**config.mk**
```make
export PLATFORM = sky130hd
export DESIGN_NAME = motor_speed_velocity_pid
export DESIGN_NICKNAME = d
export VERILOG_FILES = /design/src/rtl/core/mspid_pkg.sv /design/src/rtl/core/motor_speed_velocity_pid.sv
export SDC_FILE = /design/constraint.sdc
export NUM_CORES = 2
export LEC_CHECK = 0
export BUFFER_PORTS_ARGS = -buffer_cell sky130_fd_sc_hd__buf_2
export CAP_MARGIN = 10
export CORE_MARGIN = 5
export CORE_UTILIZATION = 55
export CTS_CLUSTER_DIAMETER = 150
export DETAILED_ROUTE_END_ITERATION = 7
export PLACE_DENSITY = 0.72
export SLEW_MARGIN = 30
export SYNTH_ARGS = -nofsm -noshare
export SYNTH_HDL_FRONTEND = slang
export SYNTH_SLANG_ARGS = --single-unit
```
**constraint.sdc**
```tcl
create_clock -name clk -period 12.4 [get_ports clk]
set_input_delay 2.48 -clock clk [delete_from_list [all_inputs] [get_ports clk]]
set_output_delay 2.48 -clock clk [all_outputs]
set_load 0.03 [all_outputs]
```
**src/rtl/core/mspid_pkg.sv**
```systemverilog
// ----------------------------------------------------------------------------
// mspid_pkg
// Shared types and constants for the motor speed velocity-form PID block.
// ----------------------------------------------------------------------------
`default_nettype none

package mspid_pkg;

  // field widths
  localparam int COUNT_W = 13;
  localparam int RATE_W  = 10;
  localparam int GAIN_W  = 16;
  localparam int SPEED_W = 24;
  localparam int ERR_W   = 25;
  localparam int DUTY_W  = 8;
  localparam int FRAC_W  = 8;

  // shared multiplier: narrow operand takes gains and the count,
  // wide operand takes error differences and the sample rate
  localparam int MUL_A_W = 16;
  localparam int MUL_B_W = 27;
  localparam int PROD_W  = MUL_A_W + MUL_B_W;
  localparam int ACC_W   = 48;

  // configuration port
  localparam int CFG_AW = 3;
  localparam int CFG_DW = 24;

  typedef enum logic [CFG_AW-1:0] {
    REG_GAIN_P      = 3'd0,
    REG_GAIN_I      = 3'd1,
    REG_GAIN_D      = 3'd2,
    REG_TARGET      = 3'd3,
    REG_SAMPLE_RATE = 3'd4
  } reg_idx_t;

  localparam logic [RATE_W-1:0] RATE_RESET = 10'd100;

  typedef enum logic [3:0] {
    ST_IDLE,
    ST_SPEED,
    ST_ERR,
    ST_MUL_P,
    ST_MUL_I,
    ST_MUL_D,
    ST_ACC,
    ST_CLAMP,
    ST_DONE
  } state_t;

endpackage

`default_nettype wire

```
**src/rtl/core/motor_speed_velocity_pid.sv**
```systemverilog
// ----------------------------------------------------------------------------
// motor_speed_velocity_pid
// Velocity-form PID speed loop: one encoder word in, one duty/speed word out.
// ----------------------------------------------------------------------------
// One input word per sample tick; the block answers with one result word.
// All products go through a single 16 x 27 signed multiplier stepped by a
// small sequencer: speed, then the P, I and D terms, each registered and
// summed in the next cycle, then a clamp to +/-DUTY_MAX in Q.8. With a
// nonzero setpoint an item steps through speed, error, P, I, D,
// accumulate, clamp and done; with a zero setpoint it goes from error
// straight to done. The input is stalled while an item is in work, and
// a finished result waits in the output register; a result still
// waiting there holds the sequencer in its last step.
`default_nettype none

module motor_speed_velocity_pid #(
  parameter int DUTY_MAX = 255
) (
  input  wire logic                                 clk,
  input  wire logic                                 rst_n,
  input  wire logic                                 cfg_we,
  input  wire logic [mspid_pkg::CFG_AW-1:0]         cfg_addr,
  input  wire logic [mspid_pkg::CFG_DW-1:0]         cfg_wdata,
  input  wire logic                                 in_valid,
  output logic                                      in_stall,
  input  wire logic signed [mspid_pkg::COUNT_W-1:0] in_encoder_count,
  output logic                                      out_valid,
  input  wire logic                                 out_stall,
  output logic [mspid_pkg::DUTY_W-1:0]              out_fwd_duty,
  output logic [mspid_pkg::DUTY_W-1:0]              out_rev_duty,
  output logic signed [mspid_pkg::SPEED_W-1:0]      out_measured_speed
);

  import mspid_pkg::*;

  localparam longint LIMIT = longint'(DUTY_MAX) * (longint'(1) << FRAC_W);
  localparam int     DRV_W = $clog2(LIMIT + 1) + 1;
  localparam logic signed [ACC_W-1:0] LIMIT_POS = ACC_W'(LIMIT);
  localparam logic signed [ACC_W-1:0] LIMIT_NEG = -ACC_W'(LIMIT);

  // configuration
  logic signed [GAIN_W-1:0]  gain_p_r, gain_i_r, gain_d_r;
  logic signed [SPEED_W-1:0] target_r;
  logic [RATE_W-1:0]         rate_r;

  // loop state
  logic signed [DRV_W-1:0] last_drive_r, last_drive_nxt;
  logic signed [ERR_W-1:0] last_err_r, last_err_nxt;
  logic signed [ERR_W-1:0] older_err_r, older_err_nxt;

  state_t state_r, state_nxt;
  logic   out_valid_r, out_valid_nxt;

  // datapath
  logic signed [COUNT_W-1:0] count_r, count_nxt;
  logic signed [PROD_W-1:0]  prod_r, prod_nxt;
  logic signed [ACC_W-1:0]   acc_r, acc_nxt;
  logic signed [ERR_W-1:0]   err_r, err_nxt;
  logic signed [SPEED_W-1:0] speed_r, speed_nxt;
  logic [DUTY_W-1:0]         fwd_r, fwd_nxt, rev_r, rev_nxt;
  logic [DUTY_W-1:0]         out_fwd_r, out_fwd_nxt, out_rev_r, out_rev_nxt;
  logic signed [SPEED_W-1:0] out_speed_r, out_speed_nxt;

  logic signed [MUL_A_W-1:0] mul_a;
  logic signed [MUL_B_W-1:0] mul_b;
  logic signed [ACC_W-1:0]   drive_clamped;
  logic signed [ACC_W-1:0]   drive_mag;

  always_ff @(posedge clk) begin
    if (!rst_n) begin
      gain_p_r <= '0;
      gain_i_r <= '0;
      gain_d_r <= '0;
      target_r <= '0;
      rate_r   <= RATE_RESET;
    end else if (cfg_we) begin
      case (reg_idx_t'(cfg_addr))
        REG_GAIN_P:      gain_p_r <= cfg_wdata[GAIN_W-1:0];
        REG_GAIN_I:      gain_i_r <= cfg_wdata[GAIN_W-1:0];
        REG_GAIN_D:      gain_d_r <= cfg_wdata[GAIN_W-1:0];
        REG_TARGET:      target_r <= cfg_wdata[SPEED_W-1:0];
        REG_SAMPLE_RATE: rate_r   <= cfg_wdata[RATE_W-1:0];
        default: ;
      endcase
    end
  end

  // operand select for the shared multiplier
  always_comb begin
    mul_a = '0;
    mul_b = '0;
    case (state_r)
      ST_SPEED: begin
        mul_a = MUL_A_W'(count_r);
        mul_b = $signed(MUL_B_W'(rate_r));
      end
      ST_MUL_P: begin
        mul_a = gain_p_r;
        mul_b = MUL_B_W'(err_r) - MUL_B_W'(last_err_r);
      end
      ST_MUL_I: begin
        mul_a = gain_i_r;
        mul_b = MUL_B_W'(err_r);
      end
      ST_MUL_D: begin
        mul_a = gain_d_r;
        mul_b = MUL_B_W'(err_r) - (MUL_B_W'(last_err_r) <<< 1) + MUL_B_W'(older_err_r);
      end
      default: ;
    endcase
  end

  always_comb begin
    if (acc_r > LIMIT_POS) begin
      drive_clamped = LIMIT_POS;
    end else if (acc_r < LIMIT_NEG) begin
      drive_clamped = LIMIT_NEG;
    end else begin
      drive_clamped = acc_r;
    end
    drive_mag = drive_clamped[ACC_W-1] ? -drive_clamped : drive_clamped;
  end

  always_comb begin
    state_nxt      = state_r;
    out_valid_nxt  = out_valid_r;
    last_drive_nxt = last_drive_r;
    last_err_nxt   = last_err_r;
    older_err_nxt  = older_err_r;
    count_nxt      = count_r;
    prod_nxt       = prod_r;
    acc_nxt        = acc_r;
    err_nxt        = err_r;
    speed_nxt      = speed_r;
    fwd_nxt        = fwd_r;
    rev_nxt        = rev_r;
    out_fwd_nxt    = out_fwd_r;
    out_rev_nxt    = out_rev_r;
    out_speed_nxt  = out_speed_r;
    in_stall       = (state_r != ST_IDLE);

    if (out_valid_r && !out_stall) begin
      out_valid_nxt = 1'b0;
    end

    case (state_r)
      ST_IDLE: begin
        if (in_valid) begin
          count_nxt = in_encoder_count;
          state_nxt = ST_SPEED;
        end
      end
      ST_SPEED: begin
        prod_nxt  = mul_a * mul_b;
        state_nxt = ST_ERR;
      end
      ST_ERR: begin
        // |count * rate| stays below 2^23, so the speed never saturates
        speed_nxt = prod_r[SPEED_W-1:0];
        if (target_r == '0) begin
          last_err_nxt  = '0;
          older_err_nxt = '0;
          fwd_nxt       = '0;
          rev_nxt       = '0;
          state_nxt     = ST_DONE;
        end else begin
          err_nxt   = ERR_W'(target_r) - ERR_W'($signed(prod_r[SPEED_W-1:0]));
          acc_nxt   = ACC_W'(last_drive_r);
          state_nxt = ST_MUL_P;
        end
      end
      ST_MUL_P: begin
        prod_nxt  = mul_a * mul_b;
        state_nxt = ST_MUL_I;
      end
      ST_MUL_I: begin
        acc_nxt   = acc_r + ACC_W'(prod_r);
        prod_nxt  = mul_a * mul_b;
        state_nxt = ST_MUL_D;
      end
      ST_MUL_D: begin
        acc_nxt   = acc_r + ACC_W'(prod_r);
        prod_nxt  = mul_a * mul_b;
        state_nxt = ST_ACC;
      end
      ST_ACC: begin
        acc_nxt   = acc_r + ACC_W'(prod_r);
        state_nxt = ST_CLAMP;
      end
      ST_CLAMP: begin
        last_drive_nxt = DRV_W'(drive_clamped);
        older_err_nxt  = last_err_r;
        last_err_nxt   = err_r;
        // duty is the magnitude with the fraction dropped
        if (drive_clamped > 0) begin
          fwd_nxt = DUTY_W'(drive_mag >>> FRAC_W);
          rev_nxt = '0;
        end else begin
          fwd_nxt = '0;
          rev_nxt = DUTY_W'(drive_mag >>> FRAC_W);
        end
        state_nxt = ST_DONE;
      end
      ST_DONE: begin
        if (!out_valid_r || !out_stall) begin
          out_fwd_nxt   = fwd_r;
          out_rev_nxt   = rev_r;
          out_speed_nxt = speed_r;
          out_valid_nxt = 1'b1;
          state_nxt     = ST_IDLE;
        end
      end
      default: state_nxt = ST_IDLE;
    endcase
  end

  always_ff @(posedge clk) begin
    if (!rst_n) begin
      state_r      <= ST_IDLE;
      out_valid_r  <= 1'b0;
      last_drive_r <= '0;
      last_err_r   <= '0;
      older_err_r  <= '0;
    end else begin
      state_r      <= state_nxt;
      out_valid_r  <= out_valid_nxt;
      last_drive_r <= last_drive_nxt;
      last_err_r   <= last_err_nxt;
      older_err_r  <= older_err_nxt;
    end
  end

  always_ff @(posedge clk) begin
    count_r     <= count_nxt;
    prod_r      <= prod_nxt;
    acc_r       <= acc_nxt;
    err_r       <= err_nxt;
    speed_r     <= speed_nxt;
    fwd_r       <= fwd_nxt;
    rev_r       <= rev_nxt;
    out_fwd_r   <= out_fwd_nxt;
    out_rev_r   <= out_rev_nxt;
    out_speed_r <= out_speed_nxt;
  end

  assign out_valid          = out_valid_r;
  assign out_fwd_duty       = out_fwd_r;
  assign out_rev_duty       = out_rev_r;
  assign out_measured_speed = out_speed_r;

endmodule

`default_nettype wire

```
; ---- Word-level counts from Yosys, hierarchy flattened
; Cells that the tools add are included.
[op_classes]
addsub = 6
mul = 1
div_mod_pow = 0
n_lt_le_gt_ge = 3
eq_ne = 16
n_shift = 0
muxes = 22
bitwise_logic = 1
n_reduce_logical = 23
[ops]
columns = op, count
row1 = $mux W48, 3
row2 = $pmux W27 S4, 1
row3 = $pmux W25 S2, 2
row4 = $pmux W48 S2, 1
row5 = $pmux W16 S4, 1
row6 = $add A48 B43 Y48, 1
row7 = $gt A48 B1 Y1 const B, 1
row8 = $gt A48 B17 Y1 const B, 1
row9 = $lt A48 B17 Y1 const B, 1
row10 = $mul A16 B27 Y43, 1
row11 = $pmux W4 S9, 1
row12 = $pmux W8 S2, 2
row13 = $add A27 B25 Y27, 1
row14 = $sub A25 B26 Y27, 1
row15 = $sub A25 B25 Y26, 1
row16 = $mux W25, 1
row17 = $sub A24 B24 Y25, 1
row18 = $logic_not A24 Y1, 1
row19 = $mux W8, 3
row20 = $reduce_and A2 Y1, 11
row21 = $eq A4 B3 Y1 const B, 4
row22 = $mux W16, 1
row23 = $neg A16 Y16, 1
row24 = $mux W4, 3
row25 = 18 further kinds, 27
[totals]
reg_bits = 363
latch_bits = 0
ram_bits = 0
rom_bits = 0
n_memories = 0

; ---- Longest topological paths before layout
[logic_depth]
word_depth = 7
mapped_depth = 40
mapped_depth_nobuf = 39

; ---- Worst setup path before layout
; OpenSTA, ideal clock, no wires.
[synth_path]
path_kind = reg-to-reg
start = reg err_r[2]
end = reg prod_r[39] (data pin)
arrival_time_ps = 9071
slack_ps = 3069
path_stages_with_launch = 37
n_path_buf = 0
period_less_slack_ps = 9331
path_cell_list = edfxtp_1 > inv_1 > fa_1 > inv_1 > ha_1 > nor2b_1 > o21ai_0 > a21boi_0 > o211a_1 > o211ai_1 > a32o_1 > o21ai_0 > a2111o_1 > a41oi_2 > nor2_1 > fa_1 > inv_1 > fa_1 > fa_1 > inv_1 > fa_1 > fa_1 > inv_1 > fa_1 > inv_1 > ha_1 > nand2_1 > or4_1 > o221ai_2 > a211oi_1 > o31ai_2 > a41oi_1 > o32ai_1 > nor3_1 > o21bai_1 > a21oi_1 > xnor2_1
[synth_via]
elab_chain_cells = 4
[synth_rtl]
columns = item, line_no
row1 = start: declaration, motor_speed_velocity_pid.sv:58  ; logic signed [ERR_W-1:0] err_r, err_nxt;
row2 = start signal: assignment, motor_speed_velocity_pid.sv:237  ; err_r <= err_nxt;
row3 = $sub A25 B26 Y27, motor_speed_velocity_pid.sv:107  ; mul_b = MUL_B_W'(err_r) - (MUL_B_W'(last_err_r) <<< 1) + MUL_B_W'(older_err_r);
row4 = $add A27 B25 Y27, motor_speed_velocity_pid.sv:107
row5 = $pmux W27 S4 (*), motor_speed_velocity_pid.sv:92  ; case (state_r)
row6 = $mul A16 B27 Y43 (*), -
row7 = end signal: assignment, motor_speed_velocity_pid.sv:235  ; prod_r <= prod_nxt;
row8 = end: declaration, motor_speed_velocity_pid.sv:56  ; logic signed [PROD_W-1:0] prod_r, prod_nxt;
; Mark *: on every way between the ends. The rest lies on a longest branch, timed or not.
; A chain may end at the register's enable or synchronous reset.

; ---- Final worst setup path
; Ends and elaborated chain as after synthesis.

==> metrics.cfg <==
[critical_path]
cp-end-kind = flop
arrival_ns = 11.12
cp_top_family = adder cells
slowest_delay_ns = 0.76
path_buf_inv = 7
worst-path-max-fanout = 9
cp_data_required_time_ns = 12.71
crit_type = flop to flop
reg2reg_depth = 37
rrSetupSlack_ns = 1.59
setup.worst_path.start_class = flop
r2r_end = prod_r[39]
r2r-start = err_r[2]
crit_slowest_cell = a221oi_2

[timing]
rsz0062_at_grt = no
hold_viol = 0
worstMarginPinSlew_ns = 1.12
tns_ns = 0
slew_viol_final = 0
whs_ns = 0.417
fin_crit_ns = 10.81
relSlewSlack_pct = 25.3
fmaxAchievable_ghz = 0.0925
skew_ns = 0.0312
finalCritPeriodShare_pct = 87.2
setup_viol = 0

[floorplan]
die_w_um = 264
coreArea_mm2 = 0.0642
ios = 87
die-area_mm2 = 0.0699
die_h_um = 264
row_count = 93
start_util_pct = 55.4

[synth]
netlist_instances = 3883
async_flop_share_pct = 0
synth_flop_cell = edfxtp_1
syn_avg_cell_area_um2 = 9.16
syn-cell-area_mm2 = 0.0356
yosys_warnings = 0
synth-seq-area-share_pct = 26.3
yosys.cell_types.count = 85
synth_edf_count = 209
ys_seq_elements = 363
synthesis.nets = 4599

[clock_network]
ctsResizeCount = 0
cts_hold_buf = 0
clk_pin_slew_ns = 0.06
clk_path_buf_depth = 3
numCtsBuffers = 42
clk_latency_ns = 0.58
postCtsSetupRepairBufs = 0
cts.sinks = 363
cts-root-buf = clkbuf_16
cts_tree = done
h-tree-depth = 2

[grt]
grt_max_degree = 102
grt_pass1_wl_um = 155000
overflow = 0
track_usage_pct = 27.7
antenna_found_initial = 1
grt_pass1_vias = 28374

[layout]
fin_nets = 4639
final_util_pct = 59.9
drive_gt1_share_pct = 7.15
syn2layout_area_growth_pct = 8.13

[hold_path]
whs_path_depth = 0
hold_class = flop to flop
hp-start = fwd_r[3]
min_to = out_fwd_duty[3]

[routing]
vias_per_cell = 5.77
dr.pass1.iters = 7
final_antenna_net_count = 0
wl_per_cell_um = 19.9
drc_errors = 0
wl_um = 95800
drtIter0Drc = 2415
route.vias.total = 27747

[place]
dp.final_hpwl_um = 73100
place_congestion = 0.958
numPortBuffers = 86

[flow_run]
max_cap_violations = 0

[outcome]
status = completed

[power_and_ir_drop]
power.total_w = 0.00350
ir_drop_uv = 97.0
powerDensity_mw_per_mm2 = 90.9
p_leak_nw = 16.9
power_frac_comb_pct = 24.4
pwr-share-clk_pct = 35.6
p_int_w = 0.00236
p_sw_share_pct = 32.4
p_sw_w = 0.00113
seq_power_share_pct = 40.0

[cells in the final DEF (no fill, tap or decap), types with 85 or more instances in the layout]
| cell | instances |
|---|---|
| nand2_1 | 453 |
| ha_1 | 226 |
| xnor2_1 | 100 |
| nor2b_1 | 86 |
| nor2_1 | 350 |
| inv_1 | 686 |
| edfxtp_1 | 209 |
| o21ai_0 | 127 |
| buf_2 | 85 |
| a21oi_1 | 154 |
| fa_1 | 445 |
| dfxtp_1 | 154 |
[cells in the mapped netlist, types with 5 or more instances]
master    instances  share of area, %
a222oi_1          5              0.14
dfxtp_1         154               8.7
nor2_1          353               3.7
xor2_1           50               1.2
o21ai_0         129               1.8
a221oi_1         12              0.30
a21o_1           61               1.3
and2_1           11              0.19
nand2b_1         38              0.67
nand4_1          26              0.46
a22oi_1          82               1.7
nor2b_1          86               1.5
or3_1             9              0.16
nor4_1           19              0.33
a21oi_1         157               2.2
a31o_2            6              0.15
o31ai_1           9              0.19
a221o_1           8              0.23
clkbuf_1        126               1.3
or2_2            29              0.51
o21a_1           24              0.51
o21ai_1           5             0.070
and3_1           27              0.47
a221oi_2          6              0.25
nor3_1           29              0.41
a31oi_1          28              0.49
nand2_1         454               4.8
ha_1            226               7.9
edfxtp_1        209                18
fa_1            445                25
o211ai_1         12              0.25
a22o_1            5              0.12
a211o_1           6              0.15
o21bai_1         20              0.42
xnor2_1         100               2.5
nand3_1          55              0.77
a211oi_1         13              0.27
a21boi_0         83               1.8
inv_1           687               7.2
[layer usage]
| layer | wire length [µm] | up-vias | global-route usage (%) |
|---|---|---|---|
| met5 | 0 | - | 0 |
| met4 | 5060 | 0 | 11.9 |
| met3 | 7840 | 268 | 5.46 |
| met2 | 44100 | 1086 | 45.2 |
| met1 | 38700 | 13685 | 36.5 |
| li1 | - | 12708 | - |
[metrics by stage]
step           setup slack, ns  instance area (µm²)  cells
2_1_floorplan             3.07                35600   3883
3_3_place_gp              2.04                37100   4733
3_5_place_dp              1.82                37100   4733
4_1_cts                   1.72                38500   4811
5_1_grt                  0.956                38500   4812
6_report                  1.59                38500   4813
[power by group through the flow]
stage | combinational, W | clock, W | sequential, W
6_report | 0.000853 | 0.00124 | 0.00140
5_1_grt | 0.000948 | 0.00131 | 0.00140
4_1_cts | 0.000845 | 0.00126 | 0.00140
3_5_place_dp | 0.000837 | 0 | 0.00142
3_3_place_gp | 0.000827 | 0 | 0.00142
2_1_floorplan | 0.000602 | 0 | 0.00140
[cell families (layout without fill, tap and decap cells)]
kind of cell | count (synthesis) | after routing | share of synthesized area, %
flip-flops | 363 | 363 | 26.3
AO/OA/AOI/OAI | 720 | 720 | 13.8
other | 0 | 1 | 0
XOR/XNOR | 150 | 150 | 3.69
buffers and inverters | 821 | 895 | 8.69
AND/OR/NAND/NOR | 1156 | 1156 | 14.5
adder cells (fa/ha/maj) | 671 | 671 | 33.0
multiplexers | 2 | 2 | 0.0563
[flip-flops by register name, indices dropped and copies added, names as in the netlist]
name	count
out_rev_duty	8
speed_r	24
acc_r	48
state_r	4
count_r	13
last_drive_r	17
older_err_r	25
gain_d_r	16
last_err_r	25
out_measured_speed	24
gain_p_r	16
prod_r	43
out_fwd_duty	8
err_r	25
gain_i_r	16
target_r	24
fwd_r	8
out_valid	1
rate_r	10
rev_r	8
[area by class of cell]
type | count | area (µm²)
Clock inverter | 16 | 140
Timing Repair Buffer | 130 | 776
Clock buffer | 62 | 1230
Inverter | 687 | 2580
Multi-Input combinational cell | 2699 | 23300
Fill cell | 5600 | 25800
Tap cell | 855 | 1070
Antenna cell | 1 | 2.50
Sequential cell | 363 | 9360
[worst max path at each step]
| stage | slack, ns | startpoint | depth (start not counted) | endpoint |
|---|---|---|---|---|
| 3_3_place_gp | 2.04 | err_r[2] | 36 | prod_r[39] |
| 2_1_floorplan | 3.07 | err_r[2] | 36 | prod_r[39] |
| 3_5_place_dp | 1.82 | err_r[2] | 37 | prod_r[39] |
| 5_1_grt | 0.96 | err_r[2] | 37 | prod_r[39] |
| 4_1_cts | 1.72 | err_r[2] | 37 | prod_r[39] |
| 6_report | 1.59 | err_r[2] | 37 | prod_r[39] |
No activity file was read; power rests on OpenSTA's default activity.
